<file path="src/hdl/stt_pkg.sv">
// Shared types and constants for the strip to triangle list converter.
package stt_pkg;

    localparam int unsigned IDX_W = 16;
    localparam int unsigned CNT_W = 16;
    localparam logic [CNT_W-1:0] CNT_MAX = 16'hFFFF;
    localparam logic [IDX_W-1:0] RESTART_RESET = 16'hFFFF;
    localparam int unsigned QUEUE_DEPTH = 2;

    typedef struct packed {
        logic [IDX_W-1:0] vertex_index;
        logic             end_of_list;
    } in_word_t;

    typedef struct packed {
        logic             tri_valid;
        logic [IDX_W-1:0] vertex_a;
        logic [IDX_W-1:0] vertex_b;
        logic [IDX_W-1:0] vertex_c;
        logic [CNT_W-1:0] strip_total;
        logic [CNT_W-1:0] dropped_total;
    } out_word_t;

    // Classified word handed from the strip tracker to the output side.
    typedef struct packed {
        logic             emit;
        logic             odd;
        logic [IDX_W-1:0] idx_a;
        logic [IDX_W-1:0] idx_b;
        logic [IDX_W-1:0] idx_c;
        logic [CNT_W-1:0] strip_total;
        logic [CNT_W-1:0] dropped_total;
    } cmd_t;

    function automatic logic [CNT_W-1:0] sat_inc(input logic [CNT_W-1:0] v);
        return (v == CNT_MAX) ? CNT_MAX : v + 1'b1;
    endfunction

endpackage

</file>
<file path="src/hdl/stt_front.sv">
// Strip tracker: holds the last two indices, classifies each word, keeps the counts.
module stt_front #(
    parameter int unsigned INDEX_WIDTH = 16
) (
    input  logic                       aclk,
    input  logic                       aresetn,
    input  logic                       cfg_wr,
    input  logic [stt_pkg::IDX_W-1:0]  cfg_data,
    input  logic                       in_push,
    input  stt_pkg::in_word_t          in_word,
    output stt_pkg::cmd_t              cmd
);
    import stt_pkg::*;

    localparam int unsigned EXT_W = INDEX_WIDTH + IDX_W;

    logic [IDX_W-1:0]       restart_reg;
    logic [INDEX_WIDTH-1:0] older_reg, older_next;
    logic [INDEX_WIDTH-1:0] newer_reg, newer_next;
    logic [1:0]             fill_reg, fill_next;
    logic                   odd_reg, odd_next;
    logic [CNT_W-1:0]       strip_cnt_reg, strip_cnt_next;
    logic [CNT_W-1:0]       drop_cnt_reg, drop_cnt_next;

    logic [EXT_W-1:0]       v_ext, rs_ext, a_ext, b_ext, c_ext;
    logic [INDEX_WIDTH-1:0] v_idx, rs_idx;
    logic                   is_restart, has_tri, degen;
    logic [CNT_W-1:0]       strip_upd, drop_upd;

    // Compare within INDEX_WIDTH bits
    assign v_ext  = {{INDEX_WIDTH{1'b0}}, in_word.vertex_index};
    assign rs_ext = {{INDEX_WIDTH{1'b0}}, restart_reg};
    assign v_idx  = v_ext[INDEX_WIDTH-1:0];
    assign rs_idx = rs_ext[INDEX_WIDTH-1:0];

    assign is_restart = (v_idx == rs_idx);
    assign has_tri    = !is_restart && (fill_reg >= 2'd2);
    assign degen      = (older_reg == newer_reg) || (newer_reg == v_idx)
                        || (older_reg == v_idx);

    assign strip_upd = (has_tri && fill_reg == 2'd2) ? sat_inc(strip_cnt_reg)
                                                     : strip_cnt_reg;
    assign drop_upd  = (has_tri && degen) ? sat_inc(drop_cnt_reg) : drop_cnt_reg;

    assign a_ext = {{IDX_W{1'b0}}, older_reg};
    assign b_ext = {{IDX_W{1'b0}}, newer_reg};
    assign c_ext = {{IDX_W{1'b0}}, v_idx};

    always_comb begin
        cmd.emit          = has_tri && !degen;
        cmd.odd           = odd_reg;
        cmd.idx_a         = a_ext[IDX_W-1:0];
        cmd.idx_b         = b_ext[IDX_W-1:0];
        cmd.idx_c         = c_ext[IDX_W-1:0];
        cmd.strip_total   = strip_upd;
        cmd.dropped_total = drop_upd;
    end

    always_comb begin
        older_next     = older_reg;
        newer_next     = newer_reg;
        fill_next      = fill_reg;
        odd_next       = odd_reg;
        strip_cnt_next = strip_cnt_reg;
        drop_cnt_next  = drop_cnt_reg;
        if (in_push) begin
            if (is_restart) begin
                fill_next = 2'd0;
                odd_next  = 1'b0;
            end else begin
                if (fill_reg >= 2'd2) begin
                    fill_next = 2'd3;
                    odd_next  = !odd_reg;
                end else begin
                    fill_next = fill_reg + 2'd1;
                end
                older_next = newer_reg;
                newer_next = v_idx;
            end
            strip_cnt_next = strip_upd;
            drop_cnt_next  = drop_upd;
            // Drop all strip state after the last word of a list
            if (in_word.end_of_list) begin
                older_next     = '0;
                newer_next     = '0;
                fill_next      = 2'd0;
                odd_next       = 1'b0;
                strip_cnt_next = '0;
                drop_cnt_next  = '0;
            end
        end
    end

    always_ff @(posedge aclk) begin
        if (!aresetn) begin
            restart_reg   <= RESTART_RESET;
            older_reg     <= '0;
            newer_reg     <= '0;
            fill_reg      <= 2'd0;
            odd_reg       <= 1'b0;
            strip_cnt_reg <= '0;
            drop_cnt_reg  <= '0;
        end else begin
            if (cfg_wr) begin
                restart_reg <= cfg_data;
            end
            older_reg     <= older_next;
            newer_reg     <= newer_next;
            fill_reg      <= fill_next;
            odd_reg       <= odd_next;
            strip_cnt_reg <= strip_cnt_next;
            drop_cnt_reg  <= drop_cnt_next;
        end
    end

    a_counted_strip: assert property (@(posedge aclk) disable iff (!aresetn)
        (fill_reg == 2'd3) |-> (strip_cnt_reg != '0))
        else $error("strip in progress but strip count is zero");

    a_odd_in_strip: assert property (@(posedge aclk) disable iff (!aresetn)
        odd_reg |-> (fill_reg == 2'd3))
        else $error("odd parity outside a counted strip");

    a_drop_step: assert property (@(posedge aclk) disable iff (!aresetn)
        (drop_cnt_reg != '0 && $past(aresetn)) |->
            (drop_cnt_reg == $past(drop_cnt_reg)
             || drop_cnt_reg == $past(drop_cnt_reg) + 1'b1))
        else $error("drop count moved by more than one");

endmodule

</file>
<file path="src/hdl/stt_back.sv">
// Output side: short queue of classified words, winding swap and output register.
module stt_back (
    input  logic                aclk,
    input  logic                aresetn,
    input  logic                q_push,
    input  stt_pkg::cmd_t       q_cmd,
    output logic                q_ready,
    output logic                m_valid,
    input  logic                m_ready,
    output stt_pkg::out_word_t  m_data
);
    import stt_pkg::*;

    localparam int unsigned PTR_W = (QUEUE_DEPTH > 1) ? $clog2(QUEUE_DEPTH) : 1;
    localparam int unsigned CNTQ_W = $clog2(QUEUE_DEPTH + 1);
    localparam logic [CNTQ_W-1:0] DEPTH_C = CNTQ_W'(QUEUE_DEPTH);
    localparam logic [PTR_W-1:0]  LAST_C  = PTR_W'(QUEUE_DEPTH - 1);

    cmd_t              queue_mem [QUEUE_DEPTH];
    logic [PTR_W-1:0]  wr_ptr_reg, wr_ptr_next;
    logic [PTR_W-1:0]  rd_ptr_reg, rd_ptr_next;
    logic [CNTQ_W-1:0] count_reg, count_next;
    logic              out_valid_reg, out_valid_next;
    out_word_t         out_reg, out_next;
    cmd_t              head;
    logic              q_pop;

    assign q_ready = (count_reg != DEPTH_C);
    assign head    = queue_mem[rd_ptr_reg];
    assign q_pop   = (count_reg != '0) && (!out_valid_reg || m_ready);

    always_comb begin
        wr_ptr_next = wr_ptr_reg;
        rd_ptr_next = rd_ptr_reg;
        if (q_push) begin
            wr_ptr_next = (wr_ptr_reg == LAST_C) ? '0 : wr_ptr_reg + 1'b1;
        end
        if (q_pop) begin
            rd_ptr_next = (rd_ptr_reg == LAST_C) ? '0 : rd_ptr_reg + 1'b1;
        end
        count_next = count_reg + CNTQ_W'(q_push) - CNTQ_W'(q_pop);
    end

    // Apply the winding swap and zero the vertices of a word with no triangle
    always_comb begin
        out_next                = out_reg;
        out_valid_next          = out_valid_reg && !m_ready;
        if (q_pop) begin
            out_valid_next          = 1'b1;
            out_next.tri_valid      = head.emit;
            out_next.vertex_a       = head.emit ? head.idx_a : '0;
            out_next.vertex_b       = !head.emit ? '0 : (head.odd ? head.idx_c : head.idx_b);
            out_next.vertex_c       = !head.emit ? '0 : (head.odd ? head.idx_b : head.idx_c);
            out_next.strip_total    = head.strip_total;
            out_next.dropped_total  = head.dropped_total;
        end
    end

    always_ff @(posedge aclk) begin
        if (q_push) begin
            queue_mem[wr_ptr_reg] <= q_cmd;
        end
        out_reg <= out_next;
    end

    always_ff @(posedge aclk) begin
        if (!aresetn) begin
            wr_ptr_reg    <= '0;
            rd_ptr_reg    <= '0;
            count_reg     <= '0;
            out_valid_reg <= 1'b0;
        end else begin
            wr_ptr_reg    <= wr_ptr_next;
            rd_ptr_reg    <= rd_ptr_next;
            count_reg     <= count_next;
            out_valid_reg <= out_valid_next;
        end
    end

    assign m_valid = out_valid_reg;
    assign m_data  = out_reg;

    a_count_bound: assert property (@(posedge aclk) disable iff (!aresetn)
        count_reg <= DEPTH_C)
        else $error("queue count above depth");

    a_no_push_full: assert property (@(posedge aclk) disable iff (!aresetn)
        q_push |-> (count_reg != DEPTH_C))
        else $error("push into full queue");

    a_empty_vertices: assert property (@(posedge aclk) disable iff (!aresetn)
        (m_valid && !m_data.tri_valid) |->
            (m_data.vertex_a == '0 && m_data.vertex_b == '0 && m_data.vertex_c == '0))
        else $error("vertices set on a word with no triangle");

    a_out_drains: assert property (@(posedge aclk) disable iff (!aresetn)
        $fell(m_valid) |-> $past(m_ready))
        else $error("output word dropped without being taken");

endmodule

</file>
<file path="src/hdl/strip_to_triangle_list.sv">
// Top level of the triangle strip to triangle list converter.
// Usage:
//   s_valid/s_ready/s_data carry one vertex index word (index plus end-of-list
//   flag). m_valid/m_ready/m_data return exactly one result word per input word:
//   the triangle (if any, winding corrected), plus the saturating strip count
//   and dropped-triangle count. cfg_valid/cfg_ready/cfg_data write the restart
//   index; write it only while no words are in flight. cfg_ready is always high.
//   Throughput: one word per cycle while s_ready is high; the strip tracker
//   updates the last-two-index window as each word is accepted.
//   Path: the tracker writes each accepted word into a two-entry queue, and
//   the word moves from the queue into the output register that drives m_valid
//   once that register is empty or its word is being taken.
//   Stall: when m_ready is low the queue fills; s_ready drops once it holds two
//   words. The output word holds steady until taken.
//   Reset (aresetn low, synchronous): clears the window, parity, counts and the
//   queue, and sets the restart index to 0xFFFF.
//   INDEX_WIDTH sets how many index bits are stored and compared.
module strip_to_triangle_list #(
    parameter int unsigned INDEX_WIDTH = 16
) (
    input  logic                       aclk,
    input  logic                       aresetn,
    input  logic                       cfg_valid,
    output logic                       cfg_ready,
    input  logic [stt_pkg::IDX_W-1:0]  cfg_data,
    input  logic                       s_valid,
    output logic                       s_ready,
    input  stt_pkg::in_word_t          s_data,
    output logic                       m_valid,
    input  logic                       m_ready,
    output stt_pkg::out_word_t         m_data
);
    import stt_pkg::*;

    cmd_t cmd;
    logic q_ready;
    logic push;

    assign cfg_ready = 1'b1;
    assign s_ready   = q_ready;
    assign push      = s_valid && q_ready;

    stt_front #(
        .INDEX_WIDTH (INDEX_WIDTH)
    ) u_front (
        .aclk     (aclk),
        .aresetn  (aresetn),
        .cfg_wr   (cfg_valid),
        .cfg_data (cfg_data),
        .in_push  (push),
        .in_word  (s_data),
        .cmd      (cmd)
    );

    stt_back u_back (
        .aclk    (aclk),
        .aresetn (aresetn),
        .q_push  (push),
        .q_cmd   (cmd),
        .q_ready (q_ready),
        .m_valid (m_valid),
        .m_ready (m_ready),
        .m_data  (m_data)
    );

endmodule

</file>
<file path="config.mk">
export PLATFORM = sky130hd
export DESIGN_NAME = strip_to_triangle_list
export DESIGN_NICKNAME = d
export VERILOG_FILES = /design/src/hdl/stt_pkg.sv /design/src/hdl/stt_front.sv /design/src/hdl/stt_back.sv /design/src/hdl/strip_to_triangle_list.sv
export SDC_FILE = /design/constraint.sdc
export NUM_CORES = 1
export LEC_CHECK = 0
export ABC_CLOCK_PERIOD_IN_PS = 7600
export BUFFER_PORTS_ARGS = -buffer_cell sky130_fd_sc_hd__buf_4
export CORE_ASPECT_RATIO = 2
export CORE_MARGIN = 8
export CORE_UTILIZATION = 40
export CTS_BUF_LIST = sky130_fd_sc_hd__clkbuf_4 sky130_fd_sc_hd__clkbuf_8 sky130_fd_sc_hd__clkbuf_16
export DETAILED_ROUTE_END_ITERATION = 6
export HOLD_SLACK_MARGIN = 0.12
export SYNTH_ARGS = -nofsm -noshare
export SYNTH_HDL_FRONTEND = slang
export SYNTH_HIERARCHICAL = 1
export SYNTH_SLANG_ARGS = --single-unit
</file>
<file path="constraint.sdc">
create_clock -name aclk -period 7.6 [get_ports aclk]
set_input_delay 2.28 -clock aclk [delete_from_list [all_inputs] [get_ports aclk]]
set_output_delay 2.28 -clock aclk [all_outputs]
set_load 0.03 [all_outputs]
</file>
==> impl_results.md <==
- Asr flop ratio synth: 0
- Min Tclk post-route: 4.37 ns
- Worst vdd ir: around 0.23 mV
- Reg area: 0.00914 mm2
- Yosys warnings: 6
- Layout Utilization: 0.460
- Slew Viols, Final: 0
- Top post-synthesis cells by area: edfxtp_1 51%, dfxtp_1 12%, mux4_1 5.8%
- Worst path arrival time: 4.66 ns
- Synth top area share: 0.511
- Synth unique cells: 65
- Critical path buffers and inverters: 1
- Initial antenna violation count: 0
- CTS root buf: clkbuf_16
- Final instance area: 0.0164 mm2
- Crit path max-delay cell type: o41ai_4
- Clock buffer depth: 3
- Congestion Overflow GR: 0
- Cell Pwr Density: 349 mW/mm2
- Slowest stage delay, CP: roughly 0.86 ns
- F_max: around 0.23 GHz
- Vias: 8,570
- RSZ-0062 raised after global routing: false
- Reg with most FFs: u_back/queue_mem
- Footprint of the multi-input gates: 0.00474 mm2
- Max reg flops: 164
- Largest net degree at the start of global routing: 57
- Leading area contributor after synthesis: edfxtp_1
- CP top delay family: compound AO/OA/AOI/OAI gates
- Max-cap check violation count: 0
- Final WL: 32,600 um
- Endpoints failing setup: 0
- Cells after synthesis: 1,013
- Status: finished, final reports clean
- Layout cells sized above 1: 0.215
- Clock Pin Slew Worst Setup and Hold Paths: 0.07 ns
- Synthesized area: 0.0144 mm2
- Sequential-to-total area share from yosys stat: 0.634
- Worst Skew: around 0.012 ns
- Post-CTS sizing: 0
- N_diodes: 0
- Synthesis-to-finish area growth: 14.0%
- Cells along the critical path: buf_4 > xnor2_1 > nand4_1 > o41ai_4 > nor2_2 > nand3_1 > mux2_2
- H-tree depth: 1
- Pleak: 6.11 nW
- Top_reg_cell synth: edfxtp_1
- WL/cell: 20.7 um
- Synth Register Bits: 334
- Starting Density: 0.404
- Placed instance area: 0.0155 mm2
- Post-Syn Area per Cell: approximately 14 um2
- Port-buffer cells: 120
- First drt pass iteration count: 5
- Nature of the critical path startpoint: primary input
- Post-synth EDFFs: 245
- Rows: 98
- Fillers: 3,155
- Final period util: 0.574
- First-pass GRT wire length: 49,700 um
- Iteration-0 DRC Markers: slightly below 700
- Req. time, crit path: 7.90 ns
- Die span in x: approximately 150 um
- Vias in the first global route: 8,658
- Most common cell in the netlist: edfxtp_1
- # IOs: 122
- Antenna viol nets, final: 0
- DRC: 0
- Die Span Y: 284 um
- Final hold vios: 0
- Via-to-Cell Ratio: around 5.4
- Post-DP HPWL: about 23,000 um
- Core ar.: 0.0357 mm2
- Nets@finish: roughly 1,100
- Post-CTS Hold Buffers: 0
- Total GRT Usage: 0.151
- Syn_nets: 1,055
- CTS tree: yes
- RD Place Congestion: about 0.89
- Post-CTS Setup Bufs: 0
- Critical path type: primary input to register
- Top cells by count, synth: 245 x edfxtp_1, 89 x dfxtp_1, 80 x nor2_1
- Worst skew pair latency: 0.55 ns
- Worst-margin pin slew: 1.11 ns
- Area of the die: 0.0427 mm2
- CTS Sinks: 334
- Setup TNS: 0 ns
- Worst min-delay path category: register to register
- Worst rel slew slack: 0.256
- Worst setup EP type: register
- CTS Buf Count: 29
- Crit-path max FO: 20
## logic make-up after synthesis
| kind of cell | Yosys count | share of synthesized area |
|---|---|---|
| AO/OA/AOI/OAI | 148 | 0.0732 |
| XOR/XNOR | 67 | 0.0407 |
| adder cells (fa/ha/maj) | 4 | 0.00347 |
| buffers and inverters | 86 | 0.0380 |
| flip-flops | 334 | 0.634 |
| multiplexers | 106 | 0.115 |
| other | 1 | 0.000260 |
| AND/OR/NAND/NOR | 267 | 0.0950 |
## worst reg2reg max path, stage by stage (launching register included)
cell     delay, ns
dfxtp_1       0.51
ha_1          0.28
and4_1        0.34
nand3_1       0.15
or4_1         0.86
and2_1        0.43
a21oi_1       0.29
## area by class of cell
type / instances / area share
Clock buffer: 39 / 0.0499
Clock inverter: 14 / 0.00823
Inverter: 13 / 0.00297
Multi-Input combinational cell: 593 / 0.289
Sequential cell: 334 / 0.557
Tap cell: 450 / 0.0343
Timing Repair Buffer: 130 / 0.0594
## power by group
| group | internal [mW] | leakage (nW) | switching, mW |
|---|---|---|---|
| logic | 0.614 | 2.53 | 1.03 |
| clock network | 0.828 | 0.467 | 0.646 |
| registers | 2.45 | 3.11 | 0.170 |
## final timing paths
kind | from | end | slack [ns] | cells past startpoint
setup / recovery | s_data[16] | u_back/queue_mem[0][26]$_DFFE_PP_ | 3.23 | 7
hold / removal | u_front/odd_reg$_SDFFE_PN0P_ | u_back/queue_mem[0][80]$_DFFE_PP_ | 0.49 | 0
setup reg to reg | u_front/drop_cnt_reg[0]$_SDFFE_PN0P_ | u_back/queue_mem[0][0]$_DFFE_PP_ | 4.56 | 6
hold reg to reg | u_front/odd_reg$_SDFFE_PN0P_ | u_back/queue_mem[0][80]$_DFFE_PP_ | 0.49 | 0
## layer usage
metal | GRT usage | vias up | wire, um
met2 | 0.297 | 221 | 18600
li1 | - | 4038 | -
met4 | 0.0676 | 0 | 1260
met1 | 0.150 | 4254 | 11400
met5 | 0 | - | 0
met3 | 0.0186 | 57 | 1320
## stage by stage
stage	hold WS, ns	setup WS, ns	cells	total power, mW
after floorplan	0.463	0.497	1013	3.79
after global placement	0.460	2.72	1520	4.33
after detailed placement	0.468	2.66	1520	4.36
after CTS	0.494	3.24	1573	5.84
after global routing	0.512	3.10	1573	6.01
final	0.492	3.23	1573	5.74
## cells in the final DEF (no fill, tap or decap), types with 4 or more instances in the layout
master        n
mux4_1       32
clkbuf_4      7
a21oi_1      37
clkinv_2      4
nand3_1      20
xnor2_1      17
xor2_1       50
nor4_1       16
a41oi_1       5
nor2_1       79
mux2i_1      33
and2_1       43
buf_4       130
nor3_1       14
clkbuf_16    29
o21ai_0       5
nand2_1      45
inv_1        10
edfxtp_1    245
a22oi_1      32
and3_1        7
mux2_2       39
a31oi_1      31
and4_1        7
dfxtp_1      88
ha_1          4
clkinvlp_4    4
nand4_1      14
a311oi_1     11
Note: power is estimated with default switching activity, not from simulation.
